==> config.mk <==
export PLATFORM = sky130hd
export DESIGN_NAME = drs_ctrl
export DESIGN_NICKNAME = d
export VERILOG_FILES = /design/src/design/drs_pkg.sv /design/src/design/drs_ctrl.sv
export SDC_FILE = /design/constraint.sdc
export NUM_CORES = 1
export LEC_CHECK = 0
export BUFFER_PORTS_ARGS = -buffer_cell sky130_fd_sc_hd__buf_2
export CAP_MARGIN = 15
export CORE_UTILIZATION = 40
export DETAILED_ROUTE_END_ITERATION = 10
export HOLD_SLACK_MARGIN = 0.15
export PLACE_DENSITY = 0.61
export SYNTH_ARGS = -nofsm -noshare
export SYNTH_HDL_FRONTEND = slang
export SYNTH_SLANG_ARGS = --single-unit
==> constraint.sdc <==
create_clock -name clk -period 2.5 [get_ports clk]
set_input_delay 0.125 -clock clk [delete_from_list [all_inputs] [get_ports clk]]
set_output_delay 0.125 -clock clk [all_outputs]
set_load 0.05 [all_outputs]
==> src/design/drs_pkg.sv <==
// ----------------------------------------------------------------------------
// drs_pkg
// Shared types, codes and constants of the dead reckoning smoother.
// ----------------------------------------------------------------------------
package drs_pkg;

	localparam int POS_WIDTH_DEF = 32;
	localparam int FRAC_BITS_DEF = 12;

	localparam int CMD_W      = 2;
	localparam int CFG_IDX_W  = 3;
	localparam int CFG_DATA_W = 24;

	localparam int SPEED_W = 24;
	localparam int SNAP_W  = 20;
	localparam int HOR_W   = 8;
	localparam int BLEND_W = 9;
	localparam int IVL_W   = 11;
	localparam int TICK_W  = 8;
	localparam int REV_W   = 16;

	// Item command codes.
	typedef enum logic [CMD_W-1:0] {
		CMD_PLACE = 2'd0,
		CMD_RECV  = 2'd1,
		CMD_TICK  = 2'd2,
		CMD_NOP   = 2'd3
	} item_cmd_t;

	// Configuration register indexes.
	localparam logic [CFG_IDX_W-1:0] REG_MAX_SPEED      = 3'd0;
	localparam logic [CFG_IDX_W-1:0] REG_SNAP_DISTANCE  = 3'd1;
	localparam logic [CFG_IDX_W-1:0] REG_MAX_HORIZON    = 3'd2;
	localparam logic [CFG_IDX_W-1:0] REG_BLEND_FACTOR   = 3'd3;
	localparam logic [CFG_IDX_W-1:0] REG_START_INTERVAL = 3'd4;

	localparam logic [SPEED_W-1:0] MAX_SPEED_RST  = 24'd4096;
	localparam logic [SNAP_W-1:0]  SNAP_DIST_RST  = 20'd16384;
	localparam logic [HOR_W-1:0]   MAX_HOR_RST    = 8'd8;
	localparam logic [BLEND_W-1:0] BLEND_RST      = 9'd128;
	localparam logic [IVL_W-1:0]   START_IVL_RST  = 11'd256;

	// Datapath micro-operations issued by the controller.
	typedef enum logic [4:0] {
		OP_NONE,
		OP_LOAD,
		OP_PLACE,
		OP_SNAP,
		OP_SNAP_SS,
		OP_RECV_COMMIT,
		OP_TICK_PRE,
		OP_DIV_INIT,
		OP_DIV_STEP,
		OP_VEL_COMMIT,
		OP_REVERT,
		OP_AIM_MUL,
		OP_AIM_ADD,
		OP_SNAP_APPLY,
		OP_BLEND_MUL,
		OP_BLEND_ACC,
		OP_BLEND_FIN,
		OP_RESULT
	} op_t;

	typedef struct packed {
		op_t        op;
		logic [1:0] axis;
		logic       sel_tick;
	} dp_cmd_t;

	typedef struct packed {
		item_cmd_t item_cmd;
		logic      teleport;
		logic      updated;
		logic      snap_res;
		logic      div_done;
	} dp_stat_t;

endpackage

==> src/design/drs_ctrl.sv <==
// ----------------------------------------------------------------------------
// drs_ctrl
// Sequencer that walks the datapath through place, receive and tick items.
// ----------------------------------------------------------------------------
module drs_ctrl (
	input  logic              clk,
	input  logic              arst_n,
	input  logic              in_valid,
	output logic              in_ready,
	output logic              out_valid,
	input  logic              out_ready,
	output drs_pkg::dp_cmd_t  cmd,
	input  drs_pkg::dp_stat_t stat
);
	import drs_pkg::*;

	typedef enum logic [4:0] {
		ST_IDLE,
		ST_DISPATCH,
		ST_R_SNAP,
		ST_R_SS,
		ST_R_COMMIT,
		ST_T_PRE,
		ST_T_DIVINIT,
		ST_T_DIV,
		ST_T_VEL,
		ST_T_REV,
		ST_T_AIM_MUL,
		ST_T_AIM_ADD,
		ST_T_SNAP,
		ST_T_SS,
		ST_T_DECIDE,
		ST_T_BMUL,
		ST_T_BACC,
		ST_T_BFIN,
		ST_RESULT
	} state_t;

	state_t     state_q;
	logic [1:0] axis_q;
	logic       out_valid_q;
	logic       res_go;

	assign in_ready  = (state_q == ST_IDLE);
	assign out_valid = out_valid_q;
	assign res_go    = (state_q == ST_RESULT) && (!out_valid_q || out_ready);

	always_comb begin
		cmd.axis     = axis_q;
		cmd.sel_tick = 1'b0;
		cmd.op       = OP_NONE;
		unique case (state_q)
			ST_IDLE:      cmd.op = in_valid ? OP_LOAD : OP_NONE;
			ST_DISPATCH:  cmd.op = (stat.item_cmd == CMD_PLACE) ? OP_PLACE : OP_NONE;
			ST_R_SNAP:    cmd.op = OP_SNAP;
			ST_R_SS:      cmd.op = OP_SNAP_SS;
			ST_R_COMMIT:  cmd.op = OP_RECV_COMMIT;
			ST_T_PRE:     cmd.op = OP_TICK_PRE;
			ST_T_DIVINIT: cmd.op = OP_DIV_INIT;
			ST_T_DIV:     cmd.op = stat.div_done ? OP_NONE : OP_DIV_STEP;
			ST_T_VEL:     cmd.op = OP_VEL_COMMIT;
			ST_T_REV:     cmd.op = OP_REVERT;
			ST_T_AIM_MUL: cmd.op = OP_AIM_MUL;
			ST_T_AIM_ADD: cmd.op = OP_AIM_ADD;
			ST_T_SNAP: begin
				cmd.op       = OP_SNAP;
				cmd.sel_tick = 1'b1;
			end
			ST_T_SS:      cmd.op = OP_SNAP_SS;
			ST_T_DECIDE:  cmd.op = OP_SNAP_APPLY;
			ST_T_BMUL:    cmd.op = OP_BLEND_MUL;
			ST_T_BACC:    cmd.op = OP_BLEND_ACC;
			ST_T_BFIN:    cmd.op = OP_BLEND_FIN;
			ST_RESULT:    cmd.op = res_go ? OP_RESULT : OP_NONE;
			default:      cmd.op = OP_NONE;
		endcase
	end

	always_ff @(posedge clk or negedge arst_n) begin
		if (!arst_n) begin
			state_q     <= ST_IDLE;
			axis_q      <= 2'd0;
			out_valid_q <= 1'b0;
		end else begin
			// A new result replaces one that leaves in the same cycle.
			if (res_go)
				out_valid_q <= 1'b1;
			else if (out_ready)
				out_valid_q <= 1'b0;
			unique case (state_q)
				ST_IDLE: begin
					axis_q <= 2'd0;
					if (in_valid)
						state_q <= ST_DISPATCH;
				end
				ST_DISPATCH: begin
					unique case (stat.item_cmd)
						CMD_RECV: state_q <= ST_R_SNAP;
						CMD_TICK: state_q <= ST_T_PRE;
						default:  state_q <= ST_RESULT;
					endcase
				end
				ST_R_SNAP: begin
					if (axis_q == 2'd2) begin
						axis_q  <= 2'd0;
						state_q <= ST_R_SS;
					end else
						axis_q <= axis_q + 2'd1;
				end
				ST_R_SS:     state_q <= ST_R_COMMIT;
				ST_R_COMMIT: state_q <= ST_RESULT;
				ST_T_PRE: begin
					if (stat.teleport)
						state_q <= ST_RESULT;
					else if (stat.updated)
						state_q <= ST_T_DIVINIT;
					else
						state_q <= ST_T_REV;
				end
				ST_T_DIVINIT: state_q <= ST_T_DIV;
				ST_T_DIV: begin
					if (stat.div_done)
						state_q <= ST_T_VEL;
				end
				ST_T_VEL: state_q <= ST_T_REV;
				ST_T_REV: begin
					axis_q  <= 2'd0;
					state_q <= ST_T_AIM_MUL;
				end
				ST_T_AIM_MUL: state_q <= ST_T_AIM_ADD;
				ST_T_AIM_ADD: begin
					if (axis_q == 2'd2) begin
						axis_q  <= 2'd0;
						state_q <= ST_T_SNAP;
					end else begin
						axis_q  <= axis_q + 2'd1;
						state_q <= ST_T_AIM_MUL;
					end
				end
				ST_T_SNAP: begin
					if (axis_q == 2'd2) begin
						axis_q  <= 2'd0;
						state_q <= ST_T_SS;
					end else
						axis_q <= axis_q + 2'd1;
				end
				ST_T_SS: state_q <= ST_T_DECIDE;
				ST_T_DECIDE: begin
					axis_q  <= 2'd0;
					state_q <= stat.snap_res ? ST_RESULT : ST_T_BMUL;
				end
				ST_T_BMUL: state_q <= ST_T_BACC;
				ST_T_BACC: begin
					if (axis_q == 2'd2) begin
						axis_q  <= 2'd0;
						state_q <= ST_T_BFIN;
					end else begin
						axis_q  <= axis_q + 2'd1;
						state_q <= ST_T_BMUL;
					end
				end
				ST_T_BFIN: state_q <= ST_RESULT;
				ST_RESULT: begin
					if (res_go)
						state_q <= ST_IDLE;
				end
				default: state_q <= ST_IDLE;
			endcase
		end
	end

endmodule

## Word-level counts from Yosys, hierarchy flattened

Index checks and enable logic that the tools add are counted.
W data, S select, Z words.

- Muxes and demuxes: 22
- $add $sub $neg: 1
- Equal/unequal tests: 26
- Reductions and logical operators: 13

Operators by type and width:

| cell | count |
|---|---|
| $pmux W5 S18 | 1 |
| $pmux W5 S17 | 1 |
| $mux W5 | 9 |
| $eq A5 B4 Y1 const B | 8 |
| $eq A5 B3 Y1 const B | 4 |
| $eq A5 B5 Y1 const B | 3 |
| $eq A5 B2 Y1 const B | 2 |
| $ne A2 B2 Y1 const B | 5 |
| $pmux W5 S2 | 1 |
| $mux W4 | 2 |
| $reduce_or A2 Y1 | 3 |
| $eq A5 B1 Y1 const B | 1 |
| $logic_not A5 Y1 | 1 |
| $reduce_and A5 Y1 | 1 |
| $eq A2 B2 Y1 const B | 2 |
| $mux W1 | 4 |
| $mux W2 | 2 |
| $pmux W2 S2 | 1 |
| $reduce_bool A2 Y1 | 2 |
| $reduce_or A4 Y1 | 1 |
| $mux W3 | 1 |
| $reduce_or A3 Y1 | 1 |
| $add A2 B1 Y2 const B | 1 |
| $eq A2 B1 Y1 const B | 1 |
| 4 further kinds | 4 |

- Flip-flop bits (word level): 8
- Logic and storage cells: 65
- Input port bits: 10
- Output and inout port bits: 10

## Logic depth before layout (Yosys ltp)

- Depth after elaboration: 5
- Depth in mapped cells: 7
- Mapped depth without buffers: 7

## Worst setup path before layout

Ideal clock, no wire load.

- Path type: reg-to-output
- From: register state_q[1]
- To: output cmd[3] (netlist name)
- Data arrival time: 2258 ps
- Stages on the path, launching flop included: 7
- Path buffers: 3
- Setup slack: 117 ps
- Required time: 2375 ps
- Cells stage by stage: dfrtp_1 -> buf_2 -> clkbuf_1 -> clkbuf_1 -> nand2_1 -> nand2_1 -> a221oi_1

RTL lines:

| what | line | source |
|---|---|---|
| start: declaration | drs_ctrl.sv:39 | `state_t state_q;` |
| start signal: assignment | drs_ctrl.sv:150 | `state_q <= stat.snap_res ? ST_RESULT : ST_T_BMUL;` |
| end: declaration | drs_ctrl.sv:12 | `output drs_pkg::dp_cmd_t cmd,` |

==> results <==
- The flow ran to the end, and the final reports show no timing, DRC or antenna violations.
- The critical path goes through buf_4, nor2_1, nand2_1, o21ai_0, a22o_1, buf_2.
- The antenna violation net count after detailed routing is 0.
- The die covers 0.00261 mm^2.
- The die is 51.1 um tall.
- Pin placement for this block handled 20 I/O pins.
- The wire length of the first global-routing pass is approximately 4400 um.
- In the post-synthesis netlist, the biggest area contributors are sky130_fd_sc_hd__dfrtp_1 (21%), sky130_fd_sc_hd__a21oi_1 (7.8%), sky130_fd_sc_hd__nand2_1 (5.1%).
- The detailed placement HPWL is approximately 2000 um.
- In the final layout, the share of cells above drive strength 1 is 0.209.
- The cell class contributing the biggest share of worst-path delay is buffers and inverters.
- The largest incremental delay on the critical path is 370 ps.
- The synthesized design spends more area on one cell type than any other, namely sky130_fd_sc_hd__dfrtp_1.
- The area growth from synthesis to final layout is 15.6%.
- The prevailing post-synth register cell is sky130_fd_sc_hd__dfrtp_1.
- The via count normalized by instance count is 6.16.
- In this run, synthesis inferred 0 flip-flops with an integrated enable.
- The number of global-route vias before repair was 949.
- The share of async-settable or async-resettable flops after synthesis is 1.00.
- Entering global routing, the biggest net connects 25 pins.
- The library cell used as clock root buffer is sky130_fd_sc_hd__clkbuf_4.
- The number of distinct library cells after synthesis is 43.
- The number of pins exceeding their max-slew limit in the final report is 0.
- The detailed-routing iteration count for the pre-antenna-repair pass is 4.
- The portion of the clock cycle consumed by the worst path in the final layout is 0.807.
- For the pin with the worst max-slew slack, the measured transition is 589 ps.
- The worst clock skew on the final layout is around 4.1 ps.
- The type of the most critical hold path is input pin to flop.
- The buffering stage count on the worst path with inverters included is 2.
- Fill cells in the final layout number 240.
- The net count of the finished layout is between 150 and 200.
- The die is 51.1 um wide.
- The number of rows in the core area is 17.
- Synthesis produced a netlist with a net count of about 150.
- The met2 usage is 0.382.
- TritonCTS built the clock tree.
- The CTS buffer count is 3.
- The headroom to the max-slew limit is 0.607.
- Of the synthesized area, sequential elements account for 0.208.
- The netlist area before placement is ~960 um^2.
- No sink is reached through more buffers than the 2 on the longest clock path.
- The average size of a mapped cell is 7.08 um^2.
- After the first detailed-routing iteration, the DRC count stood at 40.
- CTS built an H-tree with a depth of 1.
- For this run, the total global-route usage over all layers was measured as 0.227.
- The most common cell in the netlist is sky130_fd_sc_hd__a21oi_1.
- The number of hold violations in the final report is 0.
- The congestion estimate from routability-driven global placement came to 0.866.
- The later pin in the worst-skew pair is clocked with a latency of between 200 and 300 ps.
- Counting flops and latches in the post-synthesis netlist gives 8.
- For the worst setup path, the data required time is 2380 ps.
- The count of buffers added on input and output ports is 19.
- The total congestion overflow is 0.
- The remaining routing DRC violations is 0.
- The initial utilization of the core area, before any placement, comes to 0.431.
- For met3 alone, demand over resource in global routing was 0.0536.
- For met1 alone, demand over resource in global routing was 0.297.
- At the end of the flow the core is filled with cells to 0.499.
- Yosys printed 0 warnings.
- Post-CTS timing repair inserted 0 buffers for setup.
- Setup total negative slack on the finished layout was measured at 0 ps.
- The highest clock frequency the design can meet is 0.495 GHz.
- Of the post-synthesis cell area, the dominant cell type holds 0.208.
- The busiest metal layer after global routing is met2.
- The worst setup path is of the flop to primary output kind.
- The final route contains around 1100 vias.
- Data arrives at the worst endpoint at roughly 1900 ps.
- The final setup violation count is 0.
- The initial antenna violation count came to 0.
- Of all nets on the critical path, the largest fanout is 24.
- After floorplanning, the core was sized to cover 0.00223 mm^2.
- After layout, the minimum clock period comes to 2020 ps.
- The number of antenna diodes is 0.
- Clock-pin slew was measured on the worst setup and hold paths at about 60 ps.
- After detailed routing, the average wire length per cell comes to 14.9 um.
- CTS saw 8 sinks.
- The endpoint class of the critical path is a primary output.
- Among all stages on the critical path, the largest delay is contributed by sky130_fd_sc_hd__dfrtp_1.
- Setup repair after global routing left no endpoint under its margin.
- Across all hold checks on the routed design, the worst slack comes to 162 ps.
- Summed over all layers, the routed wires come to 2690 um.
- The max-capacitance violation count is 0.
- The element type at the critical path start is a flop.
- In the synthesized netlist, the cells that appear most often are sky130_fd_sc_hd__a21oi_1 (15), sky130_fd_sc_hd__nand2_1 (13), sky130_fd_sc_hd__nor2_1 (11).
- The cell count after synthesis is 136.
## area by class of cell
| type | count | area [um^2] | area share |
|---|---|---|---|
| inverter | 7 | 26.3 | 0.0236 |
| multi-input combinational | 110 | 687 | 0.617 |
| clock buffer | 3 | 22.5 | 0.0202 |
| sequential | 8 | 200 | 0.180 |
| timing repair buffer | 25 | 143 | 0.128 |
| tap | 28 | 35.0 | 0.0315 |
## flip-flops by register name, summed over array words and instances (netlist names)
name / cells
axis_q: 2
out_valid: 1
state_q: 5
## through the flow
step | setup WS [ps] | std cells | area [um^2]
6_report | 482 | 181 | 1110
5_1_grt | 308 | 181 | 1110
4_1_cts | 482 | 181 | 1110
3_5_place_dp | 646 | 177 | 1080
3_3_place_gp | 647 | 177 | 1080
2_1_floorplan | 117 | 136 | 963
## path summary, 6_finish.rpt
kind | from | endpoint | slack [ps] | depth (start not counted)
worst min-delay path | out_ready | out_valid$_DFFE_PN0P_ | 160 | 3
min in group asynchronous | arst_n | state_q[1]$_DFFE_PN0P_ | 240 | 2
worst max register to register | state_q[1]$_DFFE_PN0P_ | state_q[1]$_DFFE_PN0P_ | 610 | 4
worst min register to register | out_valid$_DFFE_PN0P_ | out_valid$_DFFE_PN0P_ | 530 | 2
max in group asynchronous | arst_n | state_q[4]$_DFFE_PN0P_ | 2090 | 2
worst max-delay path | state_q[3]$_DFFE_PN0P_ | cmd[5] | 480 | 6
## worst min-delay path, stage by stage
cell	delay (ps)
sky130_fd_sc_hd__buf_2	80
sky130_fd_sc_hd__nand2b_1	120
sky130_fd_sc_hd__nand2_1	50
## cell usage in the layout (no fill, tap or decap), drive strengths merged, types with 2 or more instances in the layout
cell     synthesis  layout
buf              7      24
a21oi           15      15
nand2           13      13
nor2            11      11
o21ai           11      11
dfrtp            8       8
nor2b            8       8
inv              6       6
nand3            6       6
o211ai           5       5
nand2b           4       4
nor3             3       3
o31ai            3       3
ha               3       3
clkbuf           4       3
nand3b           2       2
nor3b            2       2
o2111ai          2       2
a41oi            2       2
## timing repair
action | 4_1_cts | 5_1_grt
gates resized for setup | 0 | 0
endpoints found under the hold margin | 8 | 0
hold buffers | 1 | 0
## cell families after synthesis
group | count (synthesis) | synth area share
AND/OR/NAND/NOR | 55 | 0.305
flip-flops | 8 | 0.208
XOR/XNOR | 1 | 0.00909
buffers and inverters | 18 | 0.0792
multiplexers | 1 | 0.0104
AO/OA/AOI/OAI | 50 | 0.349
adder cells (fa/ha/maj) | 3 | 0.0390
## routing by layer
layer  vias up  share of wire
met2        46           0.47
met3         4          0.059
met1       523           0.46
met5         -              0
li1        542              -
met4         0         0.0089
Power is not shown: default switching activity piles up to over one toggle a cycle in this logic, so the estimate is an artifact.
